==> src/hw/rtl/jsu_pkg.sv <==
// Shared types and constants of the JSON string unescaper.
`timescale 1ns / 1ps

package jsu_pkg;

  typedef enum logic [1:0] {
    KindByte  = 2'd0,
    KindEnd   = 2'd1,
    KindError = 2'd2
  } kind_e;

  localparam logic [7:0] ChQuote     = 8'h22;
  localparam logic [7:0] ChBackslash = 8'h5C;
  localparam logic [7:0] ChSlash     = 8'h2F;
  localparam logic [7:0] ChLowerU    = 8'h75;

  localparam logic [7:0]  Utf8Cont   = 8'h80;
  localparam logic [7:0]  Utf8Lead2  = 8'hC0;
  localparam logic [7:0]  Utf8Lead3  = 8'hE0;
  localparam logic [15:0] Utf8Lim1   = 16'h0080;
  localparam logic [15:0] Utf8Lim2   = 16'h0800;
  localparam logic [5:0]  Utf8Mask   = 6'h3F;

  // Results of one input word: the first may be any kind, the others are bytes.
  typedef struct packed {
    logic [1:0] cnt;
    kind_e      kind;
    logic [7:0] byte0;
    logic [7:0] byte1;
    logic [7:0] byte2;
  } res_t;

endpackage

==> src/hw/rtl/jsu_if.sv <==
// Handshake interfaces for the input and result channels of the unescaper.
`timescale 1ns / 1ps

interface jsu_in_if;
  logic       valid;
  logic       ready;
  logic [7:0] in_byte;
  logic       end_mark;

  modport source (output valid, in_byte, end_mark, input ready);
  modport sink   (input valid, in_byte, end_mark, output ready);
endinterface

interface jsu_out_if;
  logic       valid;
  logic       ready;
  logic [7:0] out_byte;
  logic [1:0] kind;
  logic       last;

  modport source (output valid, out_byte, kind, last, input ready);
  modport sink   (input valid, out_byte, kind, last, output ready);
endinterface

==> src/hw/rtl/jsu_decode.sv <==
// Escape decoder that holds the parse phase and code point and yields up to three results.
`timescale 1ns / 1ps

module jsu_decode
  import jsu_pkg::*;
(
  input  logic       clk_i,
  input  logic       rst_ni,
  input  logic       fire_i,
  input  logic [7:0] in_byte_i,
  input  logic       end_mark_i,
  output res_t       res_o
);

  typedef enum logic [2:0] {
    PhAwait = 3'd0,
    PhBody  = 3'd1,
    PhEsc   = 3'd2,
    PhHex1  = 3'd3,
    PhHex2  = 3'd4,
    PhHex3  = 3'd5,
    PhHex4  = 3'd6
  } phase_e;

  phase_e      phase_q, phase_d;
  logic [15:0] cp_q, cp_d;

  logic        hex_ok;
  logic [3:0]  hex_val;
  logic [15:0] cp_next;
  logic        esc_ok;
  logic [7:0]  esc_byte;

  always_comb begin
    hex_ok  = 1'b1;
    hex_val = 4'd0;
    priority if (in_byte_i >= 8'h30 && in_byte_i <= 8'h39) begin
      hex_val = 4'(in_byte_i - 8'h30);
    end else if (in_byte_i >= 8'h61 && in_byte_i <= 8'h66) begin
      hex_val = 4'(in_byte_i - 8'h57);
    end else if (in_byte_i >= 8'h41 && in_byte_i <= 8'h46) begin
      hex_val = 4'(in_byte_i - 8'h37);
    end else begin
      hex_ok = 1'b0;
    end
  end

  assign cp_next = {cp_q[11:0], hex_val};

  always_comb begin
    esc_ok   = 1'b1;
    esc_byte = 8'h00;
    unique case (in_byte_i)
      ChQuote:     esc_byte = ChQuote;
      ChBackslash: esc_byte = ChBackslash;
      ChSlash:     esc_byte = ChSlash;
      8'h6E:       esc_byte = 8'h0A;
      8'h72:       esc_byte = 8'h0D;
      8'h74:       esc_byte = 8'h09;
      8'h62:       esc_byte = 8'h08;
      8'h66:       esc_byte = 8'h0C;
      default:     esc_ok   = 1'b0;
    endcase
  end

  always_comb begin
    phase_d = phase_q;
    cp_d    = cp_q;
    res_o   = '{cnt: 2'd0, kind: KindByte, byte0: 8'h00, byte1: 8'h00, byte2: 8'h00};

    unique case (phase_q)
      PhBody, PhEsc, PhHex1, PhHex2, PhHex3, PhHex4: begin
        if (end_mark_i) begin
          res_o.cnt  = 2'd1;
          res_o.kind = KindError;
          phase_d    = PhAwait;
        end else if (phase_q == PhBody) begin
          if (in_byte_i == ChQuote) begin
            res_o.cnt  = 2'd1;
            res_o.kind = KindEnd;
            phase_d    = PhAwait;
          end else if (in_byte_i == ChBackslash) begin
            phase_d = PhEsc;
          end else begin
            res_o.cnt   = 2'd1;
            res_o.byte0 = in_byte_i;
          end
        end else if (phase_q == PhEsc) begin
          if (in_byte_i == ChLowerU) begin
            cp_d    = 16'h0000;
            phase_d = PhHex1;
          end else if (esc_ok) begin
            res_o.cnt   = 2'd1;
            res_o.byte0 = esc_byte;
            phase_d     = PhBody;
          end else begin
            res_o.cnt  = 2'd1;
            res_o.kind = KindError;
            phase_d    = PhAwait;
          end
        end else if (!hex_ok) begin
          res_o.cnt  = 2'd1;
          res_o.kind = KindError;
          phase_d    = PhAwait;
        end else begin
          cp_d = cp_next;
          if (phase_q != PhHex4) begin
            phase_d = phase_e'(phase_q + 3'd1);
          end else begin
            phase_d = PhBody;
            priority if (cp_next < Utf8Lim1) begin
              res_o.cnt   = 2'd1;
              res_o.byte0 = cp_next[7:0];
            end else if (cp_next < Utf8Lim2) begin
              res_o.cnt   = 2'd2;
              res_o.byte0 = Utf8Lead2 | {3'b000, cp_next[10:6]};
              res_o.byte1 = Utf8Cont | {2'b00, cp_next[5:0] & Utf8Mask};
            end else begin
              res_o.cnt   = 2'd3;
              res_o.byte0 = Utf8Lead3 | {4'h0, cp_next[15:12]};
              res_o.byte1 = Utf8Cont | {2'b00, cp_next[11:6] & Utf8Mask};
              res_o.byte2 = Utf8Cont | {2'b00, cp_next[5:0] & Utf8Mask};
            end
          end
        end
      end
      default: begin
        // Waiting for an opening quote; the unused phase code behaves the same.
        phase_d = PhAwait;
        if (!end_mark_i && in_byte_i == ChQuote) begin
          phase_d = PhBody;
          cp_d    = 16'h0000;
        end else begin
          res_o.cnt  = 2'd1;
          res_o.kind = KindError;
        end
      end
    endcase
  end

  always_ff @(posedge clk_i or negedge rst_ni) begin
    if (!rst_ni) begin
      phase_q <= PhAwait;
      cp_q    <= 16'h0000;
    end else if (fire_i) begin
      phase_q <= phase_d;
      cp_q    <= cp_d;
    end
  end

endmodule

==> src/hw/rtl/json_string_unescape_top.sv <==
// Top level of the streaming JSON string unescaper.
//
//   port   dir  word contents              meaning
//   in_i   in   in_byte[8], end_mark[1]    raw literal bytes, quotes included
//   out_o  out  out_byte[8], kind[2], last decoded byte, end or error marker
//
// An input word is decoded in the cycle it is accepted and its 0 to 3 results
// land in a result register, which hands them out one word per cycle while
// the output is ready. A \u escape that closes with two or three UTF-8 bytes
// holds the input until its last byte is taken. The next input word is taken
// in the same cycle as the last pending result. Reset puts the decoder in the
// wait for an opening quote and empties the result register. Output stalls
// hold the result register and the input.
`timescale 1ns / 1ps

module json_string_unescape_top
  import jsu_pkg::*;
(
  input  logic      clk_i,
  input  logic      rst_ni,
  jsu_in_if.sink    in_i,
  jsu_out_if.source out_o
);

  res_t       dec_res;
  res_t       res_q;
  logic       pend_q;
  logic [1:0] idx_q;
  logic       in_fire;
  logic       out_fire;
  logic       out_last;

  assign out_last = (idx_q == (res_q.cnt - 2'd1));
  assign out_fire = out_o.valid && out_o.ready;
  assign in_i.ready = !pend_q || (out_fire && out_last);
  assign in_fire  = in_i.valid && in_i.ready;

  jsu_decode u_decode (
    .clk_i      (clk_i),
    .rst_ni     (rst_ni),
    .fire_i     (in_fire),
    .in_byte_i  (in_i.in_byte),
    .end_mark_i (in_i.end_mark),
    .res_o      (dec_res)
  );

  always_ff @(posedge clk_i or negedge rst_ni) begin
    if (!rst_ni) begin
      pend_q <= 1'b0;
      idx_q  <= 2'd0;
    end else begin
      if (in_fire && dec_res.cnt != 2'd0) begin
        pend_q <= 1'b1;
        idx_q  <= 2'd0;
      end else if (out_fire) begin
        if (out_last) begin
          pend_q <= 1'b0;
        end else begin
          idx_q <= idx_q + 2'd1;
        end
      end
    end
  end

  always_ff @(posedge clk_i) begin
    if (in_fire && dec_res.cnt != 2'd0) begin
      res_q <= dec_res;
    end
  end

  always_comb begin
    unique case (idx_q)
      2'd0:    out_o.out_byte = res_q.byte0;
      2'd1:    out_o.out_byte = res_q.byte1;
      default: out_o.out_byte = res_q.byte2;
    endcase
  end

  assign out_o.valid = pend_q;
  assign out_o.kind  = (idx_q == 2'd0) ? res_q.kind : KindByte;
  assign out_o.last  = out_last;

  // The read index never runs past the number of stored results.
  a_idx_in_range: assert property (@(posedge clk_i) disable iff (!rst_ni)
    pend_q |-> (idx_q < res_q.cnt))
    else $error("result index beyond stored count");

  // An end or error result is always the only result of its word.
  a_marker_last: assert property (@(posedge clk_i) disable iff (!rst_ni)
    (out_o.valid && out_o.kind != KindByte) |-> (out_o.last && out_o.out_byte == 8'h00))
    else $error("end or error result is not a lone last word");

  // A result that is not the last one keeps the input closed.
  a_hold_input: assert property (@(posedge clk_i) disable iff (!rst_ni)
    (out_o.valid && !out_o.last) |-> !in_i.ready)
    else $error("input taken while results still pending");

  // A taken non-last result is followed by the next result of the same word.
  a_advance: assert property (@(posedge clk_i) disable iff (!rst_ni)
    (out_fire && !out_last) |=> (out_o.valid && idx_q == $past(idx_q) + 2'd1))
    else $error("result sequence did not advance");

endmodule

==> src/flat_wrapper.sv <==
// flat-port wrapper written by rule: the top's interface ports become plain ports
module json_string_unescape_top_flat import jsu_pkg::*;
  (clk_i, rst_ni, in_i_valid, in_i_in_byte, in_i_end_mark, in_i_ready, out_o_valid, out_o_out_byte, out_o_kind, out_o_last, out_o_ready);
  jsu_in_if in_i_i ();
  jsu_out_if out_o_i ();
  input  logic clk_i;
  input  logic rst_ni;
  input wire logic [$bits(in_i_i.valid)-1:0] in_i_valid;
  input wire logic [$bits(in_i_i.in_byte)-1:0] in_i_in_byte;
  input wire logic [$bits(in_i_i.end_mark)-1:0] in_i_end_mark;
  output wire logic [$bits(in_i_i.ready)-1:0] in_i_ready;
  output wire logic [$bits(out_o_i.valid)-1:0] out_o_valid;
  output wire logic [$bits(out_o_i.out_byte)-1:0] out_o_out_byte;
  output wire logic [$bits(out_o_i.kind)-1:0] out_o_kind;
  output wire logic [$bits(out_o_i.last)-1:0] out_o_last;
  input wire logic [$bits(out_o_i.ready)-1:0] out_o_ready;
  assign in_i_i.valid = in_i_valid;
  assign in_i_i.in_byte = in_i_in_byte;
  assign in_i_i.end_mark = in_i_end_mark;
  assign in_i_ready = in_i_i.ready;
  assign out_o_valid = out_o_i.valid;
  assign out_o_out_byte = out_o_i.out_byte;
  assign out_o_kind = out_o_i.kind;
  assign out_o_last = out_o_i.last;
  assign out_o_i.ready = out_o_ready;
  json_string_unescape_top u_core (.clk_i(clk_i), .rst_ni(rst_ni), .in_i(in_i_i), .out_o(out_o_i));
endmodule
==> config.mk <==
export PLATFORM = sky130hd
export DESIGN_NAME = json_string_unescape_top_flat
export DESIGN_NICKNAME = d
export VERILOG_FILES = /design/src/hw/rtl/jsu_pkg.sv /design/src/hw/rtl/jsu_if.sv /design/src/hw/rtl/jsu_decode.sv /design/src/hw/rtl/json_string_unescape_top.sv /design/src/flat_wrapper.sv
export SDC_FILE = /design/constraint.sdc
export NUM_CORES = 1
export LEC_CHECK = 0
export CAP_MARGIN = 20
export CORE_ASPECT_RATIO = 0.6
export CORE_MARGIN = 4
export CORE_UTILIZATION = 60
export DETAILED_ROUTE_END_ITERATION = 6
export DONT_BUFFER_PORTS = 1
export GPL_TIMING_DRIVEN = 0
export PLACE_DENSITY = 0.82
export SLEW_MARGIN = 20
export SYNTH_ARGS = -nofsm -noshare
export SYNTH_HDL_FRONTEND = slang
export SYNTH_SLANG_ARGS = --single-unit
==> constraint.sdc <==
create_clock -name clk_i -period 3.32 [get_ports clk_i]
set_input_delay 0.498 -clock clk_i [delete_from_list [all_inputs] [get_ports clk_i]]
set_output_delay 0.498 -clock clk_i [all_outputs]
set_load 0.005 [all_outputs]
==> results.json <==
{
  "outcome": "finished clean",
  "slew_viol_final": 0,
  "ant_nets": 0,
  "p_per_area_nw_per_um2": 519,
  "synth-compound-area-share": 0.263,
  "synth.cell_area_um2": 2970,
  "dpl.hpwl_um": 5840,
  "die_x_um": 98.8,
  "ctsHtreeMaxLevel": 2,
  "antennaDiodeCount": 0,
  "clkSinkCount": 44,
  "fin_nets": 339,
  "path_clk_slew_ns": 0.08,
  "tightest_slew_ns": 1.04,
  "timing.setup.tns_ns": 0,
  "ys_types": 75,
  "routedWlPerCell_um": 20.1,
  "clk_latency_ns": 0.30,
  "routed_wl_um": 7740,
  "hold_depth": 1,
  "wl_met1_um": 3400,
  "synth_top_family_by_area": "compound AO/OA/AOI/OAI gates",
  "wl_met2_um": 3190,
  "postCtsSetupRepairBufs": 0,
  "skew_ns": 0.00453,
  "synthXorXnorAreaFrac": 0.00590,
  "syn_to_final_growth_pct": 8.39,
  "vias": 2616,
  "drc_errors": 0,
  "dp.cells": 375,
  "via_per_inst": 6.81,
  "ys_top_cells_by_count": "36 x nand2_1, 27 x nor2_1, 26 x edfxtp_1",
  "place_area_um2": 3050,
  "die-height_um": 62.5,
  "hold_violations": 0,
  "criticalPathCategory": "reg2reg",
  "fill_cells": 366,
  "cp.arrival_ns": 2.91,
  "highest_layer": "met4",
  "max-clock-path-buffers": 2,
  "io_pins": 26,
  "synth.area.top_cells": "edfxtp_1 26%, dfrtp_1 15%, nand2_1 4.6%",
  "worstHoldStart": "in_i_valid",
  "fmax_mhz": 337,
  "crit_required_ns": 3.26,
  "fin_cells": 384,
  "relSlewSlack": 0.300,
  "r2r_cells": 6,
  "core-area_um2": 4680,
  "rows": 19,
  "end_kind": "flip-flop",
  "synth_top_area_frac": 0.263,
  "die_area_um2": 6170,
  "async_reset_ff_frac": 0.409,
  "grt_pass1_wl_um": 13000,
  "leakagePower_nw": 1.21,
  "grt_max_degree": 27,
  "min_period_ns": 2.97,
  "yosys.area_share.simple": 0.221,
  "drive_above_1_share": 0.150,
  "fin_crit_sh": 0.895,
  "finalInstanceArea_um2": 3220,
  "synth_fp_nets": 331,
  "synth.most_common_cell": "nand2_1",
  "synth_seq_cells": 44,
  "ctsRootBufferMaster": "clkbuf_8",
  "synth_edf_count": 26,
  "synth_area_per_cell_um2": 9.52,
  "rsz0062_at_grt": "no",
  "cts-buffers-inserted": 5,
  "min_path_type": "in2reg",
  "yosys_warnings": 0,
  "r2r_slack_ns": 0.35,
  "drt_pre_antenna_iters": 5,
  "setup_viol_count_final": 0,
  "critPathLaunchType": "flip-flop",
  "synth_top_area_cell": "edfxtp_1",
  "gp_congestion": 1.01,
  "grt_usage": 0.266,
  "dr_wl_met3_um": 1050,
  "portBuffers": 0,
  "grt_overflow": 0,
  "hold_path_end": "u_core.out_o.valid",
  "synth-seq-area-share": 0.415,
  "drv_cap": 0,
  "synth_ff_type": "edfxtp_1",
  "total_power_mw": 1.67,
  "synthAdderAreaFrac": 0.0253,
  "ir_drop_mv": 0.383,
  "initialDrtViolationCount": 346,
  "worstReg2RegStart": "u_core.u_decode.cp_q[6]",
  "synth_cells": 312,
  "first_global_vias": 2475,
  "synthMuxAreaShare": 0.0152,
  "cts_tree": "done",
  "antenna_found_initial": 0,
  "r2r-end": "u_core.res_q[1]",
  "start_util": 0.634,
  "path_max_fanout": 26
}
==> repair_timing <==
| action | in CTS | in global routing |
|---|---|---|
| hold endpoints to repair | 18 | 0 |
| hold buffers | 1 | 0 |
| gates resized for setup | 0 | 0 |
==> registers in the layout (all words and copies together) (netlist names) <==
register,flops
u_core.u_decode.cp_q,12
u_core.idx_q,2
u_core.out_o.valid,1
u_core.res_q,26
u_core.u_decode.phase_q,3
==> layer usage <==
metal	vias to the layer above	GRT usage
met5	-	0
met4	0	0.0545
met2	168	0.356
li1	1197	-
met1	1238	0.395
met3	13	0.117
==> critical path, cell delays in order, from the launching register on <==
cell and delay [ns]:
dfrtp_1 0.46, nor4_1 0.92, nor4_1 0.09, o211a_1 0.24, o21a_1 0.12, o21ai_2 0.20, and2_2 0.57
==> kinds of logic after synthesis <==
group	count (synthesis)
buffers and inverters	35
and+or+nand+nor	123
xor gates and xnor gates	2
AOI/OAI and AO/OA	98
adders and majority gates	6
muxes	4
DFF	44
==> stage by stage <==
stage	setup WS, ns	utilization	hold WS [ns]
global placement	-0.191	0.651	0.203
finish	0.349	0.687	0.339
detailed placement	-0.273	0.651	0.203
global route	0.190	0.687	0.328
floorplan	0.161	-	0.202
CTS	0.0194	0.687	0.336
==> cell type report <==
type / instances / area [um^2] / share of cell area
well taps: 63 / 78.8 / 0.0245
repair buffers: 1 / 10.0 / 0.00311
flip-flops and latches: 44 / 1230 / 0.383
inverters: 17 / 63.8 / 0.0198
plain buffers: 18 / 101 / 0.0315
clock buffers: 5 / 68.8 / 0.0214
multi-input cells: 233 / 1570 / 0.489
clock inverters: 3 / 90.1 / 0.0280
==> cells in the final DEF, fill, tap and decap left out, drive strengths merged, types with 6 or more instances in the layout <==
master  instances
nand2          36
nor2           29
edfxtp         26
a21oi          22
dfrtp          18
inv            17
clkbuf         12
a22o           11
buf            11
o21ai          11
nand3          10
a22oi           8
a211oi          7
ha              6
and2            6
==> worst max path at each step <==
stage                       startpoint               end  slack, ns  depth (start not counted)
3_5_place_dp           in_i_in_byte[0]  u_core.res_q[22]      -0.27                          8
5_1_grt                in_i_in_byte[0]   u_core.res_q[1]       0.19                          8
3_3_place_gp           in_i_in_byte[0]  u_core.res_q[24]      -0.19                          8
2_1_floorplan          in_i_in_byte[1]   u_core.res_q[0]       0.16                          8
4_1_cts                in_i_in_byte[0]  u_core.res_q[22]       0.02                          8
6_report       u_core.u_decode.cp_q[6]   u_core.res_q[1]       0.35                          6
==> where the power goes <==
part | switching, mW | internal, mW | total, mW
clock network | 0.184 | 0.376 | 0.561
registers | 0.0335 | 0.662 | 0.696
logic | 0.276 | 0.137 | 0.413
total | 0.494 | 1.18 | 1.67
Power figures use the tool's default switching activity.
